**src/rtl/core/clt_pkg.sv**
```systemverilog
`default_nettype none
// ----------------------------------------------------------------------------
// clt_pkg: shared types and constants of the command line tokenizer
// Holds the event codes, character codes, parameter defaults and the request
// that travels from the front end to the event sequencer.
// ----------------------------------------------------------------------------
package clt_pkg;

  localparam int MAX_ARGS_DEF    = 8;
  localparam int TOKEN_BUF_DEF   = 16;
  localparam int QUEUE_DEPTH_DEF = 4;

  localparam logic [7:0] CH_NUL       = 8'h00;
  localparam logic [7:0] CH_SPACE     = 8'h20;
  localparam logic [7:0] CH_QUOTE     = 8'h22;
  localparam logic [7:0] CH_BACKSLASH = 8'h5C;
  localparam logic [7:0] CH_N         = 8'h6E;
  localparam logic [7:0] CH_NEWLINE   = 8'h0A;

  localparam logic [1:0] EV_CHAR     = 2'd0;
  localparam logic [1:0] EV_ARG_END  = 2'd1;
  localparam logic [1:0] EV_LINE_END = 2'd2;

  localparam int OUT_TDATA_W = 24;
  localparam int OUT_TUSER_W = 2;

  // One request: up to three events caused by one input byte, in the order
  // character, argument end, line end.
  typedef struct packed {
    logic       has_char;
    logic       has_end;
    logic       has_line;
    logic [2:0] arg_index;
    logic [3:0] char_pos;
    logic [7:0] char_value;
    logic [3:0] token_length;
    logic [3:0] arg_count;
  } evt_req_t;

endpackage
`default_nettype wire

```
**src/rtl/core/clt_front.sv**
```systemverilog
`default_nettype none
// ----------------------------------------------------------------------------
// clt_front: byte classifier and tokenizer state
// Accepts one byte per cycle while the queue has room, advances the phase and
// counters, and queues a request for the events of that byte, if it has any.
// ----------------------------------------------------------------------------
module clt_front #(
  parameter int MAX_ARGS  = clt_pkg::MAX_ARGS_DEF,
  parameter int TOKEN_BUF = clt_pkg::TOKEN_BUF_DEF
) (
  input  wire logic              clk,
  input  wire logic              rst_n,
  input  wire logic              in_valid,
  input  wire logic [7:0]        in_byte,
  input  wire logic              in_eol,
  output logic                   in_ready,
  input  wire logic              q_full,
  output logic                   q_push,
  output clt_pkg::evt_req_t      q_req
);

  localparam int AW = $clog2(MAX_ARGS + 1);
  localparam int CW = (TOKEN_BUF > 2) ? $clog2(TOKEN_BUF) : 1;
  localparam logic [AW-1:0] AC_MAX   = AW'(MAX_ARGS);
  localparam logic [CW:0]   CC_LIMIT = (CW + 1)'(TOKEN_BUF - 1);

  typedef enum logic [5:0] {
    PH_BETWEEN = 6'b000001,
    PH_PLAIN   = 6'b000010,
    PH_QUOTED  = 6'b000100,
    PH_ESCAPE  = 6'b001000,
    PH_SKIPQ   = 6'b010000,
    PH_FULL    = 6'b100000
  } phase_t;

  phase_t          phase_r, phase_nxt;
  logic [AW-1:0]   ac_r, ac_nxt;
  logic [CW-1:0]   cc_r, cc_nxt;

  logic            accept;
  logic            eol;
  logic            between_path;
  logic            do_store;
  logic            do_close;
  logic            st_quoted;
  logic [7:0]      st_val;
  logic [CW-1:0]   st_base;
  logic [CW:0]     cc_inc;
  logic [AW:0]     ac_inc;
  logic            ac_full;
  logic [CW:0]     len_val;
  logic [AW:0]     cnt_val;
  logic [CW-1:0]   pos_val;
  logic [7:0]      val_out;
  logic            has_char, has_end, has_line;

  assign in_ready = !q_full;
  assign accept   = in_valid && !q_full;
  assign eol      = in_eol || (in_byte == clt_pkg::CH_NUL);
  assign ac_inc   = {1'b0, ac_r} + (AW + 1)'(1);
  assign ac_full  = (ac_inc >= (AW + 1)'(MAX_ARGS));

  always_comb begin
    phase_nxt    = phase_r;
    ac_nxt       = ac_r;
    cc_nxt       = cc_r;
    has_char     = 1'b0;
    has_end      = 1'b0;
    has_line     = 1'b0;
    between_path = 1'b0;
    do_store     = 1'b0;
    do_close     = 1'b0;
    st_quoted    = 1'b0;
    st_val       = in_byte;
    st_base      = cc_r;
    cc_inc       = '0;
    len_val      = {1'b0, cc_r};
    cnt_val      = {1'b0, ac_r};
    pos_val      = cc_r;
    val_out      = in_byte;

    if (eol) begin
      has_line = 1'b1;
      case (phase_r)
        PH_ESCAPE: begin
          // dangling backslash is kept as itself
          has_char = 1'b1;
          val_out  = clt_pkg::CH_BACKSLASH;
          has_end  = 1'b1;
          len_val  = {1'b0, cc_r} + (CW + 1)'(1);
          cnt_val  = ac_inc;
        end
        PH_PLAIN, PH_QUOTED: begin
          has_end = 1'b1;
          cnt_val = ac_inc;
        end
        default: begin
          cnt_val = {1'b0, ac_r};
        end
      endcase
      phase_nxt = PH_BETWEEN;
      ac_nxt    = '0;
      cc_nxt    = '0;
    end else begin
      case (phase_r)
        PH_SKIPQ: begin
          if (in_byte == clt_pkg::CH_QUOTE) begin
            phase_nxt = PH_BETWEEN;
          end else begin
            between_path = 1'b1;
          end
        end
        PH_BETWEEN: begin
          between_path = 1'b1;
        end
        PH_PLAIN: begin
          if (in_byte == clt_pkg::CH_SPACE) begin
            do_close = 1'b1;
          end else begin
            do_store = 1'b1;
          end
        end
        PH_QUOTED: begin
          if (in_byte == clt_pkg::CH_QUOTE) begin
            do_close = 1'b1;
          end else if (in_byte == clt_pkg::CH_BACKSLASH) begin
            phase_nxt = PH_ESCAPE;
          end else begin
            do_store  = 1'b1;
            st_quoted = 1'b1;
          end
        end
        PH_ESCAPE: begin
          phase_nxt = PH_QUOTED;
          do_store  = 1'b1;
          st_quoted = 1'b1;
          st_val    = (in_byte == clt_pkg::CH_N) ? clt_pkg::CH_NEWLINE : in_byte;
        end
        default: begin
        end
      endcase

      if (between_path) begin
        st_base = '0;
        if (in_byte == clt_pkg::CH_SPACE) begin
          phase_nxt = PH_BETWEEN;
        end else if (in_byte == clt_pkg::CH_QUOTE) begin
          phase_nxt = PH_QUOTED;
          cc_nxt    = '0;
        end else begin
          phase_nxt = PH_PLAIN;
          do_store  = 1'b1;
        end
      end

      if (do_store) begin
        has_char = 1'b1;
        val_out  = st_val;
        pos_val  = st_base;
        cc_inc   = {1'b0, st_base} + (CW + 1)'(1);
        cc_nxt   = cc_inc[CW-1:0];
        // full argument: close it on the spot
        if (cc_inc == CC_LIMIT) begin
          has_end = 1'b1;
          len_val = cc_inc;
          ac_nxt  = ac_inc[AW-1:0];
          cc_nxt  = '0;
          if (ac_full) begin
            phase_nxt = PH_FULL;
          end else if (st_quoted) begin
            phase_nxt = PH_SKIPQ;
          end else begin
            phase_nxt = PH_BETWEEN;
          end
        end
      end

      if (do_close) begin
        has_end   = 1'b1;
        len_val   = {1'b0, cc_r};
        ac_nxt    = ac_inc[AW-1:0];
        cc_nxt    = '0;
        phase_nxt = ac_full ? PH_FULL : PH_BETWEEN;
      end
    end
  end

  always_comb begin
    q_req.has_char     = has_char;
    q_req.has_end      = has_end;
    q_req.has_line     = has_line;
    q_req.arg_index    = 3'(ac_r);
    q_req.char_pos     = 4'(pos_val);
    q_req.char_value   = val_out;
    q_req.token_length = 4'(len_val);
    q_req.arg_count    = 4'(cnt_val);
  end

  assign q_push = accept && (has_char || has_end || has_line);

  always_ff @(posedge clk) begin
    if (!rst_n) begin
      phase_r <= PH_BETWEEN;
      ac_r    <= '0;
      cc_r    <= '0;
    end else if (accept) begin
      phase_r <= phase_nxt;
      ac_r    <= ac_nxt;
      cc_r    <= cc_nxt;
    end
  end

  a_full_count: assert property (@(posedge clk) disable iff (!rst_n)
    (phase_r == PH_FULL) |-> (ac_r == AC_MAX))
    else $error("full phase without the maximum argument count");

  a_idle_no_chars: assert property (@(posedge clk) disable iff (!rst_n)
    (phase_r == PH_BETWEEN || phase_r == PH_SKIPQ || phase_r == PH_FULL)
      |-> (cc_r == '0))
    else $error("character count left over outside an argument");

endmodule
`default_nettype wire

```
**src/rtl/core/clt_queue.sv**
```systemverilog
`default_nettype none
// ----------------------------------------------------------------------------
// clt_queue: request queue between front end and event sequencer
// Small register FIFO; a push and a pop may happen in the same cycle.
// ----------------------------------------------------------------------------
module clt_queue #(
  parameter int DEPTH = clt_pkg::QUEUE_DEPTH_DEF
) (
  input  wire logic              clk,
  input  wire logic              rst_n,
  input  wire logic              push,
  input  wire clt_pkg::evt_req_t push_req,
  output logic                   full,
  input  wire logic              pop,
  output clt_pkg::evt_req_t      pop_req,
  output logic                   empty
);

  localparam int PW = (DEPTH > 1) ? $clog2(DEPTH) : 1;
  localparam int NW = $clog2(DEPTH + 1);
  localparam logic [PW-1:0] PTR_LAST = PW'(DEPTH - 1);
  localparam logic [NW-1:0] CNT_MAX  = NW'(DEPTH);

  clt_pkg::evt_req_t mem_r [DEPTH];
  logic [PW-1:0] wr_ptr_r, rd_ptr_r;
  logic [NW-1:0] count_r;
  logic          do_push, do_pop;

  assign full    = (count_r == CNT_MAX);
  assign empty   = (count_r == '0);
  assign do_push = push && !full;
  assign do_pop  = pop && !empty;
  assign pop_req = mem_r[rd_ptr_r];

  always_ff @(posedge clk) begin
    if (do_push) begin
      mem_r[wr_ptr_r] <= push_req;
    end
  end

  always_ff @(posedge clk) begin
    if (!rst_n) begin
      wr_ptr_r <= '0;
      rd_ptr_r <= '0;
      count_r  <= '0;
    end else begin
      if (do_push) begin
        wr_ptr_r <= (wr_ptr_r == PTR_LAST) ? '0 : wr_ptr_r + PW'(1);
      end
      if (do_pop) begin
        rd_ptr_r <= (rd_ptr_r == PTR_LAST) ? '0 : rd_ptr_r + PW'(1);
      end
      case ({do_push, do_pop})
        2'b10:   count_r <= count_r + NW'(1);
        2'b01:   count_r <= count_r - NW'(1);
        default: count_r <= count_r;
      endcase
    end
  end

  a_count_bound: assert property (@(posedge clk) disable iff (!rst_n)
    count_r <= CNT_MAX)
    else $error("queue count beyond its depth");

endmodule
`default_nettype wire

```
**src/rtl/core/clt_back.sv**
```systemverilog
`default_nettype none
// ----------------------------------------------------------------------------
// clt_back: event sequencer
// Takes requests from the queue and issues their events one per cycle into
// the output register unless stalled, marking the final event of each request.
// ----------------------------------------------------------------------------
module clt_back (
  input  wire logic                                clk,
  input  wire logic                                rst_n,
  input  wire logic                                q_empty,
  input  wire clt_pkg::evt_req_t                   q_req,
  output logic                                     q_pop,
  output logic                                     out_tvalid,
  input  wire logic                                out_tready,
  output logic [clt_pkg::OUT_TDATA_W-1:0]          out_tdata,
  output logic [clt_pkg::OUT_TUSER_W-1:0]          out_tuser,
  output logic                                     out_tlast
);

  clt_pkg::evt_req_t cur_r;
  logic [2:0]        rem_r;       // pending events: line, end, char
  logic [2:0]        rem_after;
  logic              out_valid_r;
  logic [clt_pkg::OUT_TDATA_W-1:0] out_data_r;
  logic [clt_pkg::OUT_TUSER_W-1:0] out_user_r;
  logic              out_last_r;
  logic              load_out;
  logic              issue;
  logic [1:0]        kind;
  logic [2:0]        idx;
  logic [3:0]        pos;
  logic [7:0]        val;
  logic [3:0]        len;
  logic [3:0]        cnt;

  assign load_out = !out_valid_r || out_tready;
  assign issue    = load_out && (rem_r != 3'b000);

  always_comb begin
    rem_after = rem_r;
    kind      = clt_pkg::EV_LINE_END;
    idx       = '0;
    pos       = '0;
    val       = '0;
    len       = '0;
    cnt       = '0;
    if (rem_r[0]) begin
      kind = clt_pkg::EV_CHAR;
      idx  = cur_r.arg_index;
      pos  = cur_r.char_pos;
      val  = cur_r.char_value;
      if (issue) begin
        rem_after[0] = 1'b0;
      end
    end else if (rem_r[1]) begin
      kind = clt_pkg::EV_ARG_END;
      idx  = cur_r.arg_index;
      len  = cur_r.token_length;
      if (issue) begin
        rem_after[1] = 1'b0;
      end
    end else begin
      cnt = cur_r.arg_count;
      if (issue) begin
        rem_after[2] = 1'b0;
      end
    end
  end

  // refill as soon as the current request has nothing left to issue
  assign q_pop = (rem_after == 3'b000) && !q_empty;

  always_ff @(posedge clk) begin
    if (q_pop) begin
      cur_r <= q_req;
    end
    if (issue) begin
      out_data_r <= {1'b0, cnt, len, val, pos, idx};
      out_user_r <= kind;
      out_last_r <= (rem_after == 3'b000);
    end
  end

  always_ff @(posedge clk) begin
    if (!rst_n) begin
      rem_r       <= 3'b000;
      out_valid_r <= 1'b0;
    end else begin
      if (q_pop) begin
        rem_r <= {q_req.has_line, q_req.has_end, q_req.has_char};
      end else begin
        rem_r <= rem_after;
      end
      if (load_out) begin
        out_valid_r <= issue;
      end
    end
  end

  assign out_tvalid = out_valid_r;
  assign out_tdata  = out_data_r;
  assign out_tuser  = out_user_r;
  assign out_tlast  = out_last_r;

  a_line_end_last: assert property (@(posedge clk) disable iff (!rst_n)
    (out_tvalid && out_tuser == clt_pkg::EV_LINE_END) |-> out_tlast)
    else $error("line end not marked as final event");

endmodule
`default_nettype wire

```
**src/rtl/core/command_line_tokenizer.sv**
```systemverilog
`default_nettype none
// ----------------------------------------------------------------------------
// command_line_tokenizer: streaming shell command line tokenizer
// Splits a byte stream into arguments and reports characters, argument ends
// and line ends as events.
// ----------------------------------------------------------------------------
//  channel | dir | handshake             | payload
//  in_     | in  | in_tvalid/in_tready   | tdata: char_byte; tlast: end_of_line
//  out_    | out | out_tvalid/out_tready | tdata: event fields; tuser: event_kind;
//          |     |                       | tlast: last
//
//  A byte is accepted every cycle while the request queue has room.
//  Each byte yields zero to three events; the sequencer issues one event per
//  cycle while the output is not stalled, and the queue (QUEUE_DEPTH requests)
//  absorbs the difference. An accepted byte's first event passes through the
//  queue, the request register and the output register.
//  Reset is synchronous, active low, and needs no clearing pass.
//  Either side may stall independently; a stalled output holds its event.
// ----------------------------------------------------------------------------
module command_line_tokenizer #(
  parameter int MAX_ARGS    = clt_pkg::MAX_ARGS_DEF,
  parameter int TOKEN_BUF   = clt_pkg::TOKEN_BUF_DEF,
  parameter int QUEUE_DEPTH = clt_pkg::QUEUE_DEPTH_DEF
) (
  input  wire logic                        clk,
  input  wire logic                        rst_n,
  input  wire logic                        in_tvalid,
  output logic                             in_tready,
  input  wire logic [7:0]                  in_tdata,   // [7:0] char_byte
  input  wire logic                        in_tlast,   // end_of_line
  output logic                             out_tvalid,
  input  wire logic                        out_tready,
  // [2:0] arg_index, [6:3] char_pos, [14:7] char_value, [18:15] token_length,
  // [22:19] arg_count, [23] zero
  output logic [clt_pkg::OUT_TDATA_W-1:0]  out_tdata,
  output logic [clt_pkg::OUT_TUSER_W-1:0]  out_tuser,  // [1:0] event_kind
  output logic                             out_tlast   // last
);

  clt_pkg::evt_req_t push_req;
  clt_pkg::evt_req_t pop_req;
  logic              q_push, q_full, q_pop, q_empty;

  clt_front #(
    .MAX_ARGS  (MAX_ARGS),
    .TOKEN_BUF (TOKEN_BUF)
  ) u_front (
    .clk      (clk),
    .rst_n    (rst_n),
    .in_valid (in_tvalid),
    .in_byte  (in_tdata),
    .in_eol   (in_tlast),
    .in_ready (in_tready),
    .q_full   (q_full),
    .q_push   (q_push),
    .q_req    (push_req)
  );

  clt_queue #(
    .DEPTH (QUEUE_DEPTH)
  ) u_queue (
    .clk      (clk),
    .rst_n    (rst_n),
    .push     (q_push),
    .push_req (push_req),
    .full     (q_full),
    .pop      (q_pop),
    .pop_req  (pop_req),
    .empty    (q_empty)
  );

  clt_back u_back (
    .clk        (clk),
    .rst_n      (rst_n),
    .q_empty    (q_empty),
    .q_req      (pop_req),
    .q_pop      (q_pop),
    .out_tvalid (out_tvalid),
    .out_tready (out_tready),
    .out_tdata  (out_tdata),
    .out_tuser  (out_tuser),
    .out_tlast  (out_tlast)
  );

endmodule
`default_nettype wire
```
**config.mk**
```make
export PLATFORM = sky130hd
export DESIGN_NAME = command_line_tokenizer
export DESIGN_NICKNAME = d
export VERILOG_FILES = /design/src/rtl/core/clt_pkg.sv /design/src/rtl/core/clt_front.sv /design/src/rtl/core/clt_queue.sv /design/src/rtl/core/clt_back.sv /design/src/rtl/core/command_line_tokenizer.sv
export SDC_FILE = /design/constraint.sdc
export NUM_CORES = 1
export LEC_CHECK = 0
export ABC_AREA = 1
export BUFFER_PORTS_ARGS = -buffer_cell sky130_fd_sc_hd__buf_2
export CAP_MARGIN = 10
export CELL_PAD_IN_SITES_DETAIL_PLACEMENT = 0
export CELL_PAD_IN_SITES_GLOBAL_PLACEMENT = 2
export CORE_ASPECT_RATIO = 1.2
export CORE_MARGIN = 5
export CORE_UTILIZATION = 40
export CTS_CLUSTER_SIZE = 8
export DETAILED_ROUTE_END_ITERATION = 16
export GPL_ROUTABILITY_DRIVEN = 0
export HOLD_SLACK_MARGIN = 0.1
export PLACE_DENSITY = 0.89
export SYNTH_ARGS = -nofsm -noshare
export SYNTH_HDL_FRONTEND = slang
export SYNTH_HIERARCHICAL = 1
export SYNTH_SLANG_ARGS = --single-unit
```
**constraint.sdc**
```tcl
create_clock -name clk -period 10 [get_ports clk]
set_input_delay 0.5 -clock clk [delete_from_list [all_inputs] [get_ports clk]]
set_output_delay 0.5 -clock clk [all_outputs]
set_load 0.005 [all_outputs]
```
==> reports/metrics.csv, run 1 <==
metric,value,unit
synth_edf_count,153,
wl_met3,604,um
drive_above_1_share,17.1,%
rsz0062_at_grt,false,
grt_pass1_wl,25800,um
layout.area.seq,5130,um^2
vias,5023,
cp_max_fo,28,
fin_area,8920,um^2
cpPeakStageDelay,0.75,ns
max_slew_margin,36.3,%
finalSetupViolations,0,
synth_seq_area_share,65.0,%
hold_buffers,0,
final.fill_count,1795,
antenna_found_initial,0,
synthArstFlopShare,0,%
die-width,138,um
final_common_cell,edfxtp_1,
worstHoldEndpoint,u_front/ac_r[3]$_SDFFE_PN0P_,
hold_path_class,register to register,
ys_top_cells_by_area,"edfxtp_1, dfxtp_1, nor2_1",
tightest_slew,0.955,ns
synthesis.area,7900,um^2
p_leak,3.60,nW
top_layer,met4,
syn_nets,744,
wl_met1,6700,um
fin_tns_setup,0,ns
core-area,19500,um^2
synthToLayoutAreaGrowth,12.9,%
hold_ws,0.464,ns
met2_length,8020,um
slew_viol_final,0,
cts_sinks,180,
numCtsBuffers,17,
yosysWarnings,6,
cpMostUsedCell,inv_1,
yosys.area.top_type,edfxtp_1,
reg2reg_setup_slack,7.05,ns
io_buffers,40,
via_per_inst,4.86,
grt_pass1_vias,5031,
fin_util,45.8,%
crit_path_end_kind,register,
first_iter_violations,390,
die_h,164,um
track_usage,14.4,%
io_pins,42,
maxCapViolCount,0,
peakVddDrop,0.129,mV
hp-start,u_front/ac_r[3]$_SDFFE_PN0P_,
cts_resized,0,
clock_latency,0.42,ns
synth-seq-cells,180,
diodes,0,
regToRegStartpoint,u_back/rem_r[0]$_SDFF_PN0_,
arrival,3.30,ns
final_cell_mix,"edfxtp_1, nor2_1, nand2_1",
synth.top_cell.area_share,58.2,%
ys.flop_type,edfxtp_1,
cts_tree,yes,
clockBufferDepth,2,
fmax,339,MHz
h-tree-depth,4,
synthCells,719,
placed_area,8300,um^2
routed_wl,15600,um
crit_type,register to register,
startpoint_type,register,
postCtsSetupRepairBufs,0,
dp_hpwl,10600,um
hold_path_depth,2,
crit_buf_inv,5,
start_util,40.6,%
root_buffer,clkbuf_16,
reg2reg_depth,17,
crit_family,simple AND/OR/NAND/NOR gates,
ys_types,43,
die_area,22700,um^2
hold_violations,0,
powerDensity,283,nW/um^2
dr.pass1.iters,4,
ant_nets,0,
avgRoutedWirePerCell,15.0,um
drc_errors,0,
worstPathRequired,10.35,ns
path_cells,nor2_8 > nand2_2 > nand2_2 > nand2_2 > inv_1 > nor3_2 > buf_4 > inv_1 > nor2_1 > ha_1 > inv_1 > fa_1 > nand2_1 > nand3_1 > nand2_1 > inv_1 > nor2_1,
crit_start,u_back/rem_r[0]$_SDFF_PN0_,
fin_crit_sh,29.5,%
num_rows,56,
nets,785,
status,finished clean,
grt.overflow.total,0,
multi_input_area,2220,um^2
clock_skew,0.00980,ns
syn_avg_cell_area,11.0,um^2
reg2reg_to,u_queue/count_r[2]$_SDFFE_PN0P_,
crit_slowest_cell,dfxtp_1,
period_needed,2.95,ns
grt_max_degree,54,
path_clk_slew,0.06,ns
## metrics by stage
| stage | cells | power, W | worst slack (ns) |
|---|---|---|---|
| global placement | 1002 | 0.00184 | 6.99 |
| detailed placement | 1002 | 0.00187 | 6.93 |
| global route | 1034 | 0.00269 | 6.70 |
| finish | 1034 | 0.00252 | 7.05 |
| CTS | 1034 | 0.00255 | 7.01 |
| floorplan | 719 | 0.00165 | 6.03 |
## synth_stat cells (2+ instances only)
cell type and count:
or2_2 2, nand3_2 2, nand3_1 18, nor3_1 6, nor2_1 110, inv_1 82, o21ai_1 25, buf_4 16
buf_2 4, nand4_4 2, xor2_1 2, buf_6 4, a21oi_1 27, o22ai_1 26, nand2_1 92, nand2_2 12
o21ai_0 40, nor2_8 2, edfxtp_1 153, nor2_4 5, nor2_2 3, nand4_1 10, mux2_1 2, inv_2 13
nand2_4 6, a31oi_1 2, ha_1 11, dfxtp_1 27
## layout make-up
cell class / count / share of cell area (%)
clock buffers: 18 / 4.81
clock inverters: 14 / 2.05
inverters: 97 / 4.13
multi-input cells: 417 / 24.9
flip-flops and latches: 180 / 57.6
well taps: 261 / 3.66
repair buffers: 47 / 2.83
## routing by layer
layer	global-route usage, %	vias up
li1	-	2519
met1	17.7	2399
met2	25.0	91
met3	3.64	14
met4	4.90	0
met5	0	-
## worst max path at each step
stage	to	slack, ns	cells past startpoint
3_3_place_gp	u_queue/count_r[2]$_SDFFE_PN0P_	6.99	19
4_1_cts	u_queue/count_r[2]$_SDFFE_PN0P_	7.01	17
3_5_place_dp	u_queue/count_r[2]$_SDFFE_PN0P_	6.93	18
2_1_floorplan	u_queue/count_r[2]$_SDFFE_PN0P_	6.03	17
6_report	u_queue/count_r[2]$_SDFFE_PN0P_	7.05	17
5_1_grt	u_queue/count_r[2]$_SDFFE_PN0P_	6.70	17
## kinds of logic after synthesis
family	share of synthesized area [%]
flip-flops	65.0
adder cells (fa/ha/maj)	2.00
buffers and inverters	7.05
other	0.0475
XOR/XNOR	0.333
AO/OA/AOI/OAI	8.82
multiplexers	0.285
AND/OR/NAND/NOR	16.5
## state kept, by name (all words and copies together), names as in the netlist, named ones only
| signal | cells |
|---|---|
| u_queue/wr_ptr_r | 2 |
| u_queue/mem_r | 104 |
| u_front/cc_r | 4 |
| u_front/ac_r | 4 |
| u_back/out_tlast | 1 |
| u_back/out_tuser | 2 |
| u_queue/rd_ptr_r | 2 |
| u_back/out_tvalid | 1 |
| u_back/cur_r | 23 |
| u_back/rem_r | 3 |
| u_back/out_tdata | 23 |
| u_front/phase_r | 6 |
| u_queue/count_r | 3 |
## worst register-to-register path, cell delays in order, from the launching register on
cell     delay (ns)
dfxtp_1        0.75
nor2_8         0.10
nand2_2        0.09
nand2_2        0.06
nand2_2        0.12
inv_1          0.08
nor3_2         0.09
buf_4          0.34
inv_1          0.08
nor2_1         0.14
ha_1           0.19
inv_1          0.07
fa_1           0.40
nand2_1        0.10
nand3_1        0.08
nand2_1        0.06
inv_1          0.04
nor2_1         0.10
## where the power goes
| part | internal, W | switching [W] | total, W | leakage (nW) |
|---|---|---|---|---|
| logic | 0.000203 | 0.000460 | 0.000663 | 1.65 |
| clock network | 0.000417 | 0.000266 | 0.000682 | 0.293 |
| registers | 0.00110 | 0.0000696 | 0.00117 | 1.66 |
| total | 0.00172 | 0.000795 | 0.00252 | 3.60 |
Note: power is estimated with default switching activity, not from simulation.
==> inputs of run 2 (changes only) <==
==> constraint.sdc (replaced) <==
create_clock -name clk -period 2.8 [get_ports clk]
set_input_delay 0.14 -clock clk [delete_from_list [all_inputs] [get_ports clk]]
set_output_delay 0.14 -clock clk [all_outputs]
set_load 0.005 [all_outputs]
==> reports/metrics.csv, run 2 (synthesis results as in run 1) <==
metric,value,unit,change
reg2reg_to,u_queue/count_r[2]$_SDFFE_PN0P_,,
cpMostUsedCell,inv_1,,
hold_path_depth,3,,+1
regToRegStartpoint,u_front/phase_r[0]$_SDFFE_PN1P_,,
crit_buf_inv,5,,unchanged
status,finished clean,,
core-area,19500,um^2,unchanged
max_slew_margin,59.2,%,+23 points
die-width,138,um,unchanged
io_pins,42,,unchanged
cts_resized,0,,unchanged
vias,5094,,+1.4%
powerDensity,991,nW/um^2,+250%
p_leak,3.61,nW,+0.26%
first_iter_violations,416,,+6.7%
start_util,40.6,%,unchanged
via_per_inst,4.90,,+0.93%
die_h,164,um,unchanged
numCtsBuffers,17,,unchanged
crit_slowest_cell,dfxtp_1,,
hold_buffers,0,,unchanged
routed_wl,15900,um,+2.5%
num_rows,56,,unchanged
fmax,393,MHz,+16%
final_common_cell,edfxtp_1,,
hp-start,rst_n,,
reg2reg_depth,19,,+2
crit_type,register to register,,
hold_path_class,input port to register,,
io_buffers,40,,unchanged
hold_violations,0,,unchanged
cts_sinks,180,,unchanged
rsz0062_at_grt,false,,
grt.overflow.total,0,,unchanged
fin_util,45.9,%,+0.15 points
avgRoutedWirePerCell,15.3,um,+2.0%
crit_family,simple AND/OR/NAND/NOR gates,,
tightest_slew,0.608,ns,-0.347 ns
cpPeakStageDelay,0.45,ns,-0.30 ns
dr.pass1.iters,5,,+1
ant_nets,0,,unchanged
final_cell_mix,"edfxtp_1, nor2_1, nand2_1",,
die_area,22700,um^2,unchanged
grt_pass1_vias,5103,,+1.4%
clock_skew,0.00585,ns,-0.00395 ns
power,0.00886,W,+250%
crit_path_end_kind,register,,
clockBufferDepth,2,,unchanged
layout.area.seq,5130,um^2,unchanged
peakVddDrop,0.437,mV,+240%
maxCapViolCount,0,,unchanged
largest_reg_flops,104,,unchanged
slew_viol_final,0,,unchanged
synthToLayoutAreaGrowth,13.3,%,
dp_hpwl,11100,um,+4.6%
arrival,2.87,ns,-0.43 ns
cts_tree,yes,,
drive_above_1_share,17.9,%,+0.79 points
h-tree-depth,4,,unchanged
antenna_found_initial,0,,unchanged
period_needed,2.55,ns,-0.404 ns
top_register,u_queue/mem_r,,
clock_latency,0.42,ns,about the same
multi_input_area,2230,um^2,+0.28%
grt_pass1_wl,25900,um,+0.19%
drc_errors,0,,unchanged
path_cells,nor2_4 > nand2_2 > nor2_4 > inv_2 > nand2_1 > nand3_2 > nand4_4 > o21ai_2 > inv_1 > nand2_2 > ha_1 > inv_1 > fa_1 > inv_1 > nand2_1 > nand3_1 > nand2_1 > inv_1 > nor2_1,,
final.fill_count,1855,,+3.3%
cp_max_fo,5,,-82%
worstPathRequired,3.12,ns,-7.23 ns
grt_max_degree,53,,-1.9%
crit_start,u_front/phase_r[0]$_SDFFE_PN1P_,,
diodes,0,,unchanged
fin_crit_sh,90.9,%,+61 points
startpoint_type,register,,
track_usage,14.5,%,+0.073 points
worstHoldEndpoint,u_back/out_tvalid$_SDFFE_PN0P_,,
nets,791,,+0.76%
finalSetupViolations,0,,unchanged
path_clk_slew,0.06,ns,about the same
root_buffer,clkbuf_16,,
reg2reg_setup_slack,0.25,ns,-6.80 ns
postCtsSetupRepairBufs,0,,unchanged
-- run 2: cell count changes in the layout (fill, tap and decap cells not counted), moves of 2 or more --
cell / previous run / this run
clkinv_1: 3 / 0
buf_4: 7 / 9
clkinv_2: 3 / 5
bufinv_16: 4 / 1
buf_12: 0 / 4
-- run 2: worst max path at each step --
stage	slack [ns]	cells after the start	end
2_1_floorplan	-0.06	11	u_queue/mem_r[3][0]$_DFFE_PP_
3_3_place_gp	0.27	19	u_queue/count_r[2]$_SDFFE_PN0P_
3_5_place_dp	0.24	19	u_queue/count_r[2]$_SDFFE_PN0P_
4_1_cts	0.29	19	u_queue/count_r[2]$_SDFFE_PN0P_
5_1_grt	0.03	19	u_queue/count_r[2]$_SDFFE_PN0P_
6_report	0.25	19	u_queue/count_r[2]$_SDFFE_PN0P_
-- run 2: power breakdown --
group	switching (W)	internal (W)
combinational	0.00168	0.000812
sequential	0.000253	0.00394
clock	0.000958	0.00122
total	0.00289	0.00597
-- run 2: layer usage --
metal  part of all wire [%]  GRT usage [%]  vias up
met1                     42           16.9     2398
met2                     51           25.9      128
met4                    2.3           6.51        0
met5                      0              0        -
met3                    4.3           2.94       28
li1                       -              -     2540
-- run 2: area by class of cell --
| cell class | instances | share of cell area (%) |
|---|---|---|
| clock buffer | 19 | 4.84 |
| multi-input combinational | 417 | 24.9 |
| tap | 261 | 3.65 |
| inverter | 97 | 4.11 |
| clock inverter | 12 | 1.20 |
| timing repair buffer | 53 | 3.89 |
| sequential | 180 | 57.4 |
-- run 2: worst reg2reg max path, cell delays in order, from the launching register on --
cell     delay, ns
dfxtp_1       0.45
nor2_4        0.09
nand2_2       0.09
nor2_4        0.04
inv_2         0.06
nand2_1       0.07
nand3_2       0.11
nand4_4       0.14
o21ai_2       0.26
inv_1         0.09
nand2_2       0.08
ha_1          0.17
inv_1         0.07
fa_1          0.38
inv_1         0.06
nand2_1       0.07
nand3_1       0.08
nand2_1       0.06
inv_1         0.06
nor2_1        0.04
-- run 2: per-stage QoR --
stage               hold WS (ns)  setup WS, ns  area, um^2  std cells  TNS, ns
finish                     0.124         0.254        8950       1039        0
global route               0.142        0.0346        8950       1039        0
CTS                        0.113         0.285        8950       1039        0
detailed placement         0.461         0.240        8410       1008        0
global placement           0.452         0.266        8410       1008        0
floorplan                  0.238       -0.0628        7910        719    -6.53
==> inputs of run 3 (changes only) <==
==> constraint.sdc (replaced) <==
create_clock -name clk -period 2.6 [get_ports clk]
set_input_delay 0.13 -clock clk [delete_from_list [all_inputs] [get_ports clk]]
set_output_delay 0.13 -clock clk [all_outputs]
set_load 0.005 [all_outputs]
==> reports/metrics.csv, run 3 (synthesis results as in run 1) <==
metric,value,unit,change
crit_slowest_cell,dfxtp_2,,
numCtsBuffers,17,,unchanged
antenna_found_initial,0,,unchanged
grt_pass1_wl,25400,um,-1.9%
grt_pass1_vias,5076,,-0.53%
die_h,164,um,unchanged
cpPeakStageDelay,0.34,ns,-0.11 ns
nets,796,,+0.63%
drive_above_1_share,19.3,%,+1.4 points
h-tree-depth,4,,unchanged
status,finished clean,,
p_leak,3.63,nW,+0.69%
maxCapViolCount,0,,unchanged
die-width,138,um,unchanged
final.fill_count,1834,,-1.1%
hold_violations,0,,unchanged
crit_path_end_kind,register,,
slew_viol_final,0,,unchanged
root_buffer,clkbuf_16,,
cts_tree,yes,,
startpoint_type,register,,
drc_errors,0,,unchanged
crit_start,u_front/phase_r[2]$_SDFFE_PN0P_,,
io_pins,42,,unchanged
postCtsSetupRepairBufs,0,,unchanged
period_needed,2.44,ns,-0.110 ns
tightest_slew,0.673,ns,+0.0651 ns
cp_max_fo,8,,+3
clock_skew,0.00873,ns,+0.00288 ns
largest_reg_flops,104,,unchanged
fin_crit_sh,93.7,%,+2.7 points
fmax,411,MHz,+4.5%
regToRegStartpoint,u_front/phase_r[2]$_SDFFE_PN0P_,,
avgRoutedWirePerCell,15.1,um,-1.6%
clock_latency,0.42,ns,about the same
cpMostUsedCell,nand2_4,,
hold_path_class,input port to register,,
routed_wl,15800,um,-1.1%
path_clk_slew,0.06,ns,about the same
io_buffers,40,,unchanged
diodes,0,,unchanged
via_per_inst,4.88,,-0.56%
dp_cells,1012,,+0.40%
crit_type,register to register,,
max_slew_margin,54.8,%,-4.4 points
cts_sinks,180,,unchanged
worstPathRequired,2.79,ns,-0.33 ns
first_iter_violations,334,,-20%
start_util,40.6,%,unchanged
final_cell_mix,"edfxtp_1, nor2_1, nand2_1",,
grt.overflow.total,0,,unchanged
die_area,22700,um^2,unchanged
fin_tns_setup,0,ns,unchanged
clockBufferDepth,2,,unchanged
peakVddDrop,0.439,mV,+0.59%
fin_cells,1044,,+0.48%
arrival,2.63,ns,-0.24 ns
finalSetupViolations,0,,unchanged
ant_nets,0,,unchanged
path_cells,nor2_2 > nand2_2 > nor2_4 > nand2_4 > nand2_4 > nor2_1 > ha_1 > nand4_1 > nand2_2 > nor2_8 > nand2_4 > nand2_4 > inv_2 > a21oi_1,,
top_register,u_queue/mem_r,,
powerDensity,1060,nW/um^2,+6.9%
rsz0062_at_grt,false,,
power,0.00954,W,+7.6%
dr.pass1.iters,5,,unchanged
synthToLayoutAreaGrowth,14.0,%,
final_common_cell,edfxtp_1,,
num_rows,56,,unchanged
core-area,19500,um^2,unchanged
dp_hpwl,11000,um,-0.64%
grt_max_degree,53,,unchanged
hp-start,in_tdata[0],,
track_usage,14.3,%,-0.18 points
vias,5090,,-0.079%
## run 3: cell type report
type	count	area, um^2	share of cell area, %
multi-input combinational	417	2240	24.9
clock buffer	18	429	4.77
sequential	180	5140	57.1
timing repair buffer	58	388	4.31
tap	261	327	3.63
clock inverter	13	110	1.22
inverter	97	368	4.08
## run 3: report_power, final
group          total (W)  switching, W  internal, W
logic            0.00271       0.00183     0.000884
registers        0.00449      0.000247      0.00424
clock network    0.00234       0.00103      0.00131
total            0.00954       0.00311      0.00643
## run 3: final timing paths
path	to	slack, ns	cells past startpoint
setup / recovery	u_queue/mem_r[1][24]$_DFFE_PP_	0.16	14
hold / removal	u_queue/mem_r[3][8]$_DFFE_PP_	0.13	3
setup reg to reg	u_queue/mem_r[1][24]$_DFFE_PP_	0.16	14
hold reg to reg	u_front/ac_r[3]$_SDFFE_PN0P_	0.46	2
## run 3: layer usage
layer	vias to the layer above	GRT usage, %	share of wire, %
met5	-	0	0
met3	21	2.91	3.3
met4	0	6.60	2.0
li1	2550	-	-
met2	109	25.1	52
met1	2410	17.0	43
## run 3: per-stage QoR
step	hold slack [ns]	cell area [um^2]	utilization [%]	setup slack (ns)
final	0.134	9010	46.2	0.165
after detailed placement	0.453	8440	43.3	0.0708
after CTS	0.115	8980	46.1	0.0916
after floorplan	0.228	7910	-	-0.263
after global placement	0.456	8440	43.3	0.180
after global routing	0.135	9010	46.2	0.0103
## run 3: timing repair
action                                  in CTS  in global routing
hold buffers                                 1                  0
endpoints found under the hold margin        2                  0
gates resized for setup                      0                  9
endpoints found under the setup margin       0                  9
## run 3: worst max-delay path, delay by kind of cell (launching register included)
family                   cells  cell delay, ns
AO/OA/AOI/OAI                1            0.30
adder cells (fa/ha/maj)      1            0.21
buffers and inverters        1            0.06
flip-flops                   1            0.34
AND/OR/NAND/NOR             11            1.29
